### src/hdl/mvts_ram.sv
// ---------------------------------------------------------------------------
// mvts_ram
// Generic single-write, single-read RAM with a registered read port.
// ---------------------------------------------------------------------------
`default_nettype none

module mvts_ram #(
  parameter int WIDTH = 8,
  parameter int DEPTH = 32,
  localparam int AW = (DEPTH > 1) ? $clog2(DEPTH) : 1
) (
  input  wire logic             clk,
  input  wire logic             we,
  input  wire logic [AW-1:0]    waddr,
  input  wire logic [WIDTH-1:0] wdata,
  input  wire logic [AW-1:0]    raddr,
  output logic      [WIDTH-1:0] rdata
);

  logic [WIDTH-1:0] mem [DEPTH];

  // Write port and registered read port.
  always_ff @(posedge clk) begin
    if (we) begin
      mem[waddr] <= wdata;
    end
    rdata <= mem[raddr];
  end

endmodule

`default_nettype wire

### config.mk
export PLATFORM = sky130hd
export DESIGN_NAME = mvts_ram
export DESIGN_NICKNAME = d
export VERILOG_FILES = /design/src/hdl/mvts_ram.sv
export SDC_FILE = /design/constraint.sdc
export NUM_CORES = 1
export LEC_CHECK = 0
export ABC_CLOCK_PERIOD_IN_PS = 5270
export BUFFER_PORTS_ARGS = -buffer_cell sky130_fd_sc_hd__buf_4
export CORE_MARGIN = 4
export CORE_UTILIZATION = 60
export DETAILED_ROUTE_END_ITERATION = 8
export PLACE_DENSITY = 0.85
export RECOVER_POWER = 25
export SKIP_LAST_GASP = 1
export SLEW_MARGIN = 40
export SYNTH_ARGS = -nofsm -noshare
export SYNTH_HDL_FRONTEND = slang
export SYNTH_SLANG_ARGS = --single-unit
### constraint.sdc
create_clock -name clk -period 5.27 [get_ports clk]
set_input_delay 1.054 -clock clk [delete_from_list [all_inputs] [get_ports clk]]
set_output_delay 1.054 -clock clk [all_outputs]
set_load 0.02 [all_outputs]
==> results_tabular.tex <==
\begin{tabular}{lr}
\hline
Metric & Value \\
\hline
\multicolumn{2}{l}{\textbf{Drt}} \\
Via/cell ratio & about 6.7 \\
Vias & $\sim$4600 \\
Routed Wire Length & 20700 um \\
Number of search-and-repair iterations in the first detailed-routing pass & 4 \\
Routed length per instance & 30.12 um \\
Count of routing violations after the opening detailed-route iteration & 636 \\
Number of remaining DRC errors & 0 \\
Remaining antenna violation count & 0 \\
\multicolumn{2}{l}{\textbf{Worst hold path}} \\
Path category of the worst min-delay check & in2reg \\
Hold Path End & rdata[3] \\
Cell count of the worst hold path & 2 \\
Startpoint of the lowest-slack hold path & raddr[3] \\
\multicolumn{2}{l}{\textbf{STA}} \\
Period minus WS final & 3092 ps \\
Final worst hold slack & 895.6 ps \\
Setup violation total in the final timing report & 0 \\
Relative slew margins & -4.889\% \\
Setup repair after global routing missed its margin & no \\
Part of the cycle the worst path needs & slightly below 60\% \\
Number of failing hold endpoints at the final stage & 0 \\
Highest Clock Rate & 323.4 MHz \\
Fin. max-slew vios & 66 \\
Worst Max-Slew Pin Slew & about 1600 ps \\
Setup TNS & 0 ps \\
Post-route clock skew & 19.19 ps \\
\multicolumn{2}{l}{\textbf{Worst setup path}} \\
Number of cells traversed by the worst register-to-register path & 3 \\
CP Max Fanout & 36 \\
Critical path's largest stage delay & 610 ps \\
Worst r2r src & mem[6][5] \\
Required arrival time at the worst endpoint & 5680 ps \\
Startpoint types & primary input \\
Worst setup slack for register-to-register paths & 3430 ps \\
R2R Path End & rdata[5] \\
Critical path data arrival time & approximately 3500 ps \\
Cell-by-cell trace of the critical path & buf\_4 > buf\_4 > mux4\_2 > mux4\_2 > mux2\_2 \\
Path type of the worst setup path & in2reg \\
Critical Path Slowest Stage Cell & mux4\_2 \\
Kind of end point of the critical path & flip-flop \\
Critical path buffers and inverters & 2 \\
Critical path's top delay family & multiplexers \\
\multicolumn{2}{l}{\textbf{Synthesis}} \\
Post-Synthesis Net Count & 437 \\
Post-synthesis register bit count & $\sim$260 \\
Leading area contributor after synthesis & edfxtp\_1 \\
Seq/Total Area, Yosys & 78.06\% \\
Gate count of the mapped netlist & between 400 and 500 \\
Combined area of all synthesized cells & roughly 10000 um\^{}2 \\
Area share of the largest cell type after synthesis & 76.47\% \\
Top cells by area in the synthesized netlist & edfxtp\_1 76\%, mux4\_2 18\%, dfxtp\_1 1.6\% \\
Number of unique standard cell types used by synthesis & 15 \\
Ys Warns & 0 \\
Average instance area after synthesis & 24.11 um\^{}2 \\
\multicolumn{2}{l}{\textbf{Pwr}} \\
Power, Total & 4.153 mW \\
Leakage power figure & 3.417 nW \\
Maximum vdd ir drop & 0.2499 mV \\
P per Cell Area & between 300 and 400 nW/um\^{}2 \\
\multicolumn{2}{l}{\textbf{Clocking}} \\
Hold buffer count at CTS & 0 \\
\# clock sinks & between 200 and 300 \\
Skew-Pair Late Insertion Delay & 520 ps \\
Number of buffers between clock root and the deepest sink & 3 \\
TritonCTS buffer count & 24 \\
Setup Fix Bufs, Post-CTS & 0 \\
Master cell of the clock root buffer & clkbuf\_16 \\
Clock tree from TritonCTS & built \\
H-tree depth & 1 \\
Clock transition at path regs & 60 ps \\
Post-cts gate resize count & 0 \\
\multicolumn{2}{l}{\textbf{Final layout}} \\
Area of the multi-input gates & 2140 um\^{}2 \\
Ratio of cells with drive above 1 in the final layout & 33.62\% \\
Utilization of the core after routing & 67.48\% \\
Antenna Diode Count & 0 \\
Most frequent cells in the layout & 256 x edfxtp\_1, 80 x mux4\_2, 25 x clkbuf\_16, 21 x buf\_4, 17 x nor2\_1 \\
Most frequent standard cell in the layout excluding fill and tap cells & edfxtp\_1 \\
Area growth from synthesis to layout & 10.91\% \\
Final design area excluding fillers & 11150 um\^{}2 \\
Reg area & just under 8000 um\^{}2 \\
Total Nets Final & 472 \\
Layout filler cell count & between 900 and 1000 \\
\multicolumn{2}{l}{\textbf{Place}} \\
Hpwl dp & 12090 um \\
Port-buffer cells & 27 \\
Weighted congestion reported at the end of routability-driven placement & 0.7904 \\
Placed instance area & approximately 10000 um\^{}2 \\
\multicolumn{2}{l}{\textbf{Floorplanning}} \\
Die Height & 137.4 um \\
I/O pin count & 28 \\
Area of the core & 16520 um\^{}2 \\
Area of the die & 18890 um\^{}2 \\
Starting Density & 60.84\% \\
Die X-Extent & 137.4 um \\
Row Count & 47 \\
\multicolumn{2}{l}{\textbf{Global routing}} \\
Global-route congestion overflow total & 0 \\
Overall fraction of global-route tracks in use & 23.50\% \\
Largest net degree at the start of global routing & 65 \\
Antenna violations before repair & 1 \\
Via count of the first global-routing pass & 4719 \\
First-pass GRT wire length & 31130 um \\
\multicolumn{2}{l}{\textbf{Outcome}} \\
Failing checks & capacitance limit, slew limit \\
Run status & finished, violations left \\
\multicolumn{2}{l}{\textbf{Flow run}} \\
Count of max-cap constraint violations & 2 \\
\hline
\end{tabular}
## sequential cells by signal, summed over array words and instances (netlist names)
| register | flops |
|---|---|
| mem | 256 |
| rdata | 8 |
## routing by layer
metal / up-vias / track usage [%] / share of wire, %
li1: 1848 / - / -
met1: 2398 / 35.24 / 40
met2: 282 / 35.09 / 47
met3: 52 / 5.515 / 9.5
met4: 2 / 7.761 / 3.3
met5: - / 0 / 0.063
## where the power goes
part	total [mW]	switching, mW	internal (mW)
sequential	2.35	0.0114	2.34
clock	1.58	0.707	0.868
combinational	0.230	0.132	0.0982
total	4.15	0.850	3.30
## cell type report
cell class              count  share of cell area [%]
clock buffers              34                   5.913
well taps                 220                   2.469
clock inverters             7                  0.3030
multi-input cells         133                   19.19
flip-flops and latches    264                   70.38
repair buffers             29                   1.750
## logic make-up (layout without fill, tap and decap cells)
kind of cell	Yosys count	count (layout)	synth area share, %
buffers and inverters	20	70	1.058
DFF	264	264	78.06
muxes	88	88	18.82
and+or+nand+nor	45	45	2.066
## Yosys cell counts (all sizes together)
master and instances:
mux4 80, buf 14, mux2 8, or3 1
dfxtp 8, nand3b 5, edfxtp 256, or3b 3
nand2 1, nand3 2, nor2 33, clkbuf 6
## how the worst max path moves through the flow
| stage | start | end | slack (ps) | cells after the start |
|---|---|---|---|---|
| global placement | raddr[0] | rdata[1] | 1620 | 5 |
| floorplan | raddr[2] | rdata[0] | 2410 | 5 |
| finish | raddr[0] | rdata[3] | 2180 | 5 |
| detailed placement | raddr[0] | rdata[1] | 1590 | 5 |
| global route | raddr[0] | rdata[1] | 2010 | 5 |
| CTS | raddr[0] | rdata[3] | 2110 | 5 |
## worst register-to-register path: stages, from the launching register on
cell and delay [ps]:
edfxtp_1 440, mux4_2 510, mux4_2 520, mux2_2 280
## through the flow
step | worst slack, ps | cells
2_1_floorplan | 2414 | 417
3_3_place_gp | 1615 | 646
3_5_place_dp | 1589 | 646
4_1_cts | 2113 | 687
5_1_grt | 2010 | 687
6_report | 2178 | 687
(Power assumes the default switching activity.)
