$ cat config.mk
export PLATFORM = sky130hd
export DESIGN_NAME = mvts_div
export DESIGN_NICKNAME = d
export VERILOG_FILES = /design/src/hdl/mvts_pkg.sv /design/src/hdl/mvts_div.sv
export SDC_FILE = /design/constraint.sdc
export NUM_CORES = 1
export LEC_CHECK = 0
export ABC_AREA = 1
export BUFFER_PORTS_ARGS = -buffer_cell sky130_fd_sc_hd__buf_4
export CORE_MARGIN = 2
export CORE_UTILIZATION = 38
export CTS_BUF_LIST = sky130_fd_sc_hd__clkbuf_8
export CTS_CLUSTER_DIAMETER = 50
export DETAILED_ROUTE_END_ITERATION = 10
export GPL_TIMING_DRIVEN = 0
export HOLD_SLACK_MARGIN = 0.03
export PLACE_DENSITY = 0.66
export REMOVE_ABC_BUFFERS = 1
export SYNTH_ARGS = -nofsm -noshare
export SYNTH_HDL_FRONTEND = slang
export SYNTH_SLANG_ARGS = --single-unit
$ cat constraint.sdc
create_clock -name clk -period 6.75 [get_ports clk]
set_input_delay 0.675 -clock clk [delete_from_list [all_inputs] [get_ports clk]]
set_output_delay 0.675 -clock clk [all_outputs]
set_load 0.02 [all_outputs]
$ cat src/hdl/mvts_pkg.sv
// ---------------------------------------------------------------------------
// mvts_pkg
// Shared types, codes and constants of the multi-voice tone and noise synth.
// ---------------------------------------------------------------------------
`default_nettype none

package mvts_pkg;

  // Default voice count of the top level.
  localparam int CHANNELS_DEF = 32;

  // Normalization constants.
  localparam int VOL_ONE_SQ = 65025;
  localparam int SCALE_ONE  = 32768;

  // Item kinds.
  localparam logic [1:0] KIND_WRITE  = 2'd0;
  localparam logic [1:0] KIND_COMMIT = 2'd1;
  localparam logic [1:0] KIND_TICK   = 2'd2;

  // Configuration register indexes.
  localparam logic [1:0] CFG_SAMPLE_RATE     = 2'd0;
  localparam logic [1:0] CFG_ACTIVE_CHANNELS = 2'd1;
  localparam logic [1:0] CFG_MASTER_VOLUME   = 2'd2;

  // Wave types.
  localparam logic [3:0] WT_PULSE_HALF = 4'd0;
  localparam logic [3:0] WT_PULSE_1831 = 4'd1;
  localparam logic [3:0] WT_PULSE_8TH  = 4'd2;
  localparam logic [3:0] WT_POLY4      = 4'd3;
  localparam logic [3:0] WT_POLY5      = 4'd4;
  localparam logic [3:0] WT_POLY9      = 4'd5;
  localparam logic [3:0] WT_POLY4_G5   = 4'd6;
  localparam logic [3:0] WT_POLY17     = 4'd7;
  localparam logic [3:0] WT_POLY17_G9  = 4'd8;

  // Settings of one voice as stored in the setting memories.
  typedef struct packed {
    logic [3:0]  wtype;
    logic [23:0] freq;
    logic [7:0]  vol;
    logic [7:0]  pan;
  } voice_cfg_t;

  // Running state of one voice.
  typedef struct packed {
    logic [25:0] phase;
    logic        outb;
    logic [3:0]  sr4;
    logic [4:0]  sr5;
    logic [8:0]  sr9;
    logic [16:0] sr17;
  } voice_st_t;

  // Status of the shared divider.
  typedef struct packed {
    logic busy;
    logic done;
  } div_stat_t;

  // Sequencer states.
  typedef enum logic [3:0] {
    S_IDLE,
    S_CP_RD,
    S_CP_WR,
    S_CP_DIV,
    S_CP_WAIT,
    S_TK_RD,
    S_TK_MUL,
    S_TK_ADD,
    S_TK_CMP,
    S_TK_MOD,
    S_TK_WR,
    S_MX_MUL,
    S_MX_DIV,
    S_MX_WAIT,
    S_MX_OUT
  } state_t;

  // Per-type tuning factor in Q16.
  function automatic logic [18:0] tune_q16(input logic [3:0] t);
    logic [18:0] r;
    case (t)
      WT_POLY4, WT_POLY4_G5: r = 19'd247431;
      WT_POLY5, WT_POLY9, WT_POLY17, WT_POLY17_G9: r = 19'd262144;
      default: r = 19'd65536;
    endcase
    return r;
  endfunction

endpackage

`default_nettype wire

$ cat src/hdl/mvts_div.sv
// ---------------------------------------------------------------------------
// mvts_div
// Shared restoring divider, one quotient bit per cycle.
// ---------------------------------------------------------------------------
`default_nettype none

module mvts_div
  import mvts_pkg::*;
#(
  parameter int DW = 31
) (
  input  wire logic          clk,
  input  wire logic          rst_n,
  input  wire logic          start,
  input  wire logic [DW-1:0] dividend,
  input  wire logic [25:0]   divisor,
  output logic      [DW-1:0] quot,
  output logic      [25:0]   rem,
  output div_stat_t          stat
);

  localparam int CNTW = $clog2(DW + 1);

  logic [DW-1:0]   quo_r;
  logic [25:0]     rem_r;
  logic [25:0]     dvs_r;
  logic [CNTW-1:0] cnt_r;
  logic            busy_r;
  logic            done_r;
  logic [26:0]     trial;
  logic            fits;

  // One trial subtraction per cycle.
  always_comb begin
    trial = {rem_r, quo_r[DW-1]};
    fits  = (trial >= {1'b0, dvs_r});
  end

  // Control state.
  always_ff @(posedge clk) begin
    if (!rst_n) begin
      busy_r <= 1'b0;
      done_r <= 1'b0;
      cnt_r  <= '0;
    end else begin
      done_r <= 1'b0;
      if (start) begin
        busy_r <= 1'b1;
        cnt_r  <= CNTW'(DW);
      end else if (busy_r) begin
        cnt_r <= cnt_r - 1'b1;
        if (cnt_r == CNTW'(1)) begin
          busy_r <= 1'b0;
          done_r <= 1'b1;
        end
      end
    end
  end

  // Datapath: remainder and quotient shift register.
  always_ff @(posedge clk) begin
    if (start) begin
      quo_r <= dividend;
      rem_r <= '0;
      dvs_r <= divisor;
    end else if (busy_r) begin
      quo_r <= {quo_r[DW-2:0], fits};
      rem_r <= fits ? 26'(trial - {1'b0, dvs_r}) : trial[25:0];
    end
  end

  assign quot      = quo_r;
  assign rem       = rem_r;
  assign stat.busy = busy_r;
  assign stat.done = done_r;

endmodule

`default_nettype wire

==> flow_metrics.tcl <==
set metrics [dict create \
    status "finished, final reports clean" \
    drc 0 \
    fp.dieH_um 127.6 \
    dieArea_sq_um 16290 \
    synth_warnings 0 \
    routed_wirelength_um 14470 \
    synth_cell_types 37 \
    synthAdderAreaFrac_pct 6.378 \
    wl_per_cell_um 12.80 \
    crit_slowest_cell "a21oi_4" \
    grt_pass1_wl_um 24670 \
    finalCritPeriodShare_pct 44.98 \
    hp-class "input port to flip-flop" \
    fp-row-count 45 \
    r2r_slack_ns 3.71 \
    drive_gt1_share_pct 16.88 \
    cts-root-buf "clkbuf_8" \
    cp_top_family "simple AND/OR/NAND/NOR gates" \
    cp-end-kind "flip-flop" \
    synth_compound_area_share_pct 3.318 \
    diodes 0 \
    cpMostUsedCell "nand2_1" \
    crit_buf_inv 1 \
    ant_nets 0 \
    setup_tns_ns 0 \
    synth_area_sq_um 5807 \
    max_freq_mhz 329.4 \
    post_cts.repair.setup_buffers 0 \
    numCtsBuffers 9 \
    cts_tree "built" \
    initial_core_util_pct 38.48 \
    rsz0062_at_grt "no" \
    gp_congestion 0.8937 \
    cts.sinks 90 \
    hold_ws_ns 0.4599 \
    power_leakage_nw 3.750 \
    synth_top_family_by_area "simple AND/OR/NAND/NOR gates" \
    relSlewSlack_pct 30.20 \
    grt_max_degree 64 \
    place_inst 1114 \
    clk_latency_ns 0.38 \
    coreArea_sq_um 15090 \
    synth_ff_type "edfxtp_1" \
    crit_fanout 27 \
    power_density_nw_per_um2 170.2 \
    drt_first_iter_violations 331 \
    grt_pass1_vias 5305 \
    syn_avg_cell_area_sq_um 7.022 \
    slowest_delay_ns 0.75 \
    cts_resized 0 \
    track_usage_pct 18.82 \
    cp-start-kind "flip-flop" \
    ys_ff_latch 90 \
    synth.area.mux_share_pct 0 \
    crit_required_ns 7.07 \
    slew_violations 0 \
    port_buffers 118 \
    fin_skew_ns 0.01440 \
    clk_pin_slew_worst_paths_ns 0.10 \
    setup_ws_ns 3.714 \
    yosys.area_share.simple_pct 34.80 \
    clk_path_buf_depth 2 \
    dp.final_hpwl_um 10790 \
    cp.arrival_ns 3.36 \
    area_delta_synth_final_pct 20.99 \
    vdd_drop_max_mv 0.1064 \
    overflow 0 \
    crit_type "flip-flop to flip-flop" \
    antenna_found_initial 0 \
    firstDrtPassIters 5 \
    worstHoldStart "divisor[16]" \
    layout.nets 1026 \
    period_needed_ns 3.036 \
    vias 5348 \
    async_flop_share_pct 0 \
    die-width_um 127.6 \
    place_ws_ns 3.764 \
    cap_viol_max_count 0 \
    synth_edf_count 57 \
    crit_path_cell_trace "ha_1 > nand2_1 > inv_2 > nand2_1 > nand2_1 > nand2_1 > nand2_1 > a21oi_4 > nand3_4 > nand3_1 > nand3_1 > nand2_1" \
    cts_hold_buf 0 \
    synthXorXnorAreaFrac_pct 1.810 \
    r2r_start "rem[13]" \
    cts_max_level 3 \
    hold_viol 0 \
    worst_slew_pin_slew_ns 1.043 \
    yosysSeqAreaShare_pct 40.85 \
    syn_inst 827 \
    setup_viol 0 \
    stdcell_count 1130 \
    crit_path_start "rem[13]" \
    ios 119 \
    vias_per_cell 4.733 \
]
## power breakdown
part	internal (mW)	switching (mW)	leakage (nW)
registers	0.628	0.0180	0.841
clock network	0.133	0.200	0.0910
logic	0.0882	0.129	2.82
total	0.849	0.347	3.75
## through the flow
stage / instance area [sq um] / power, mW / utilization, %
floorplan: 5699 / 0.7797 / -
global placement: 6820 / 0.8721 / 45.20
detailed placement: 6858 / 0.8763 / 45.45
CTS: 7025 / 1.216 / 46.56
global route: 7025 / 1.262 / 46.56
finish: 7025 / 1.196 / 46.56
## final cells by class
class | instances | area (sq um)
repair buffers | 120 | 920.9
well taps | 188 | 235.2
flip-flops and latches | 90 | 2372
clock inverters | 7 | 43.79
fillers | 1575 | 8064
clock buffers | 9 | 123.9
multi-input cells | 546 | 2691
inverters | 170 | 638.1
## registers in the layout, indices dropped and copies added (netlist names)
signal	cells
quot	31
done_r	1
dvs_r	26
busy_r	1
cnt_r	5
rem	26
## cells in the mapped netlist (5+ instances only)
cell type | n | share of area [%]
inv_1 | 160 | 10
a21oi_1 | 12 | 1.0
xnor2_1 | 11 | 1.7
o21ai_0 | 9 | 0.78
dfxtp_1 | 33 | 11
nor2_1 | 32 | 2.1
inv_2 | 9 | 0.58
edfxtp_1 | 57 | 29
nand3_1 | 62 | 5.3
buf_2 | 5 | 0.43
nand2_1 | 324 | 21
nand4_1 | 33 | 3.6
ha_1 | 28 | 6.0
clkbuf_1 | 11 | 0.71
o21ai_1 | 7 | 0.60
## cells in the final DEF (no fill, tap or decap), types with 3 or more instances in the layout
cell type / n
inv_2: 10
o21ai_0: 9
edfxtp_1: 57
nand3_1: 62
o21ai_1: 7
nor2_1: 31
xnor2_1: 11
nand4_1: 33
nor2_2: 5
clkinv_2: 3
nand2_1: 324
clkbuf_8: 9
nand3b_1: 3
inv_1: 160
buf_4: 118
a21oi_1: 12
ha_1: 28
dfxtp_1: 33
## metal layers
layer / share of wire (%) / GRT usage (%)
met4: 1.9 / 7.240
met1: 45 / 24.01
met3: 6.1 / 4.020
met5: 0 / 0
met2: 47 / 31.30
## kinds of logic after synthesis
logic type / Yosys count
XOR/XNOR: 12
adder cells (fa/ha/maj): 29
buffers and inverters: 191
AO/OA/AOI/OAI: 34
flip-flops: 90
AND/OR/NAND/NOR: 471
## worst paths after layout
check,cells past startpoint,end
max reg2reg,12,rem[22]
min reg2reg,2,cnt_r[3]
min,1,dvs_r[16]
max,12,rem[22]
Power figures use the tool's default switching activity.
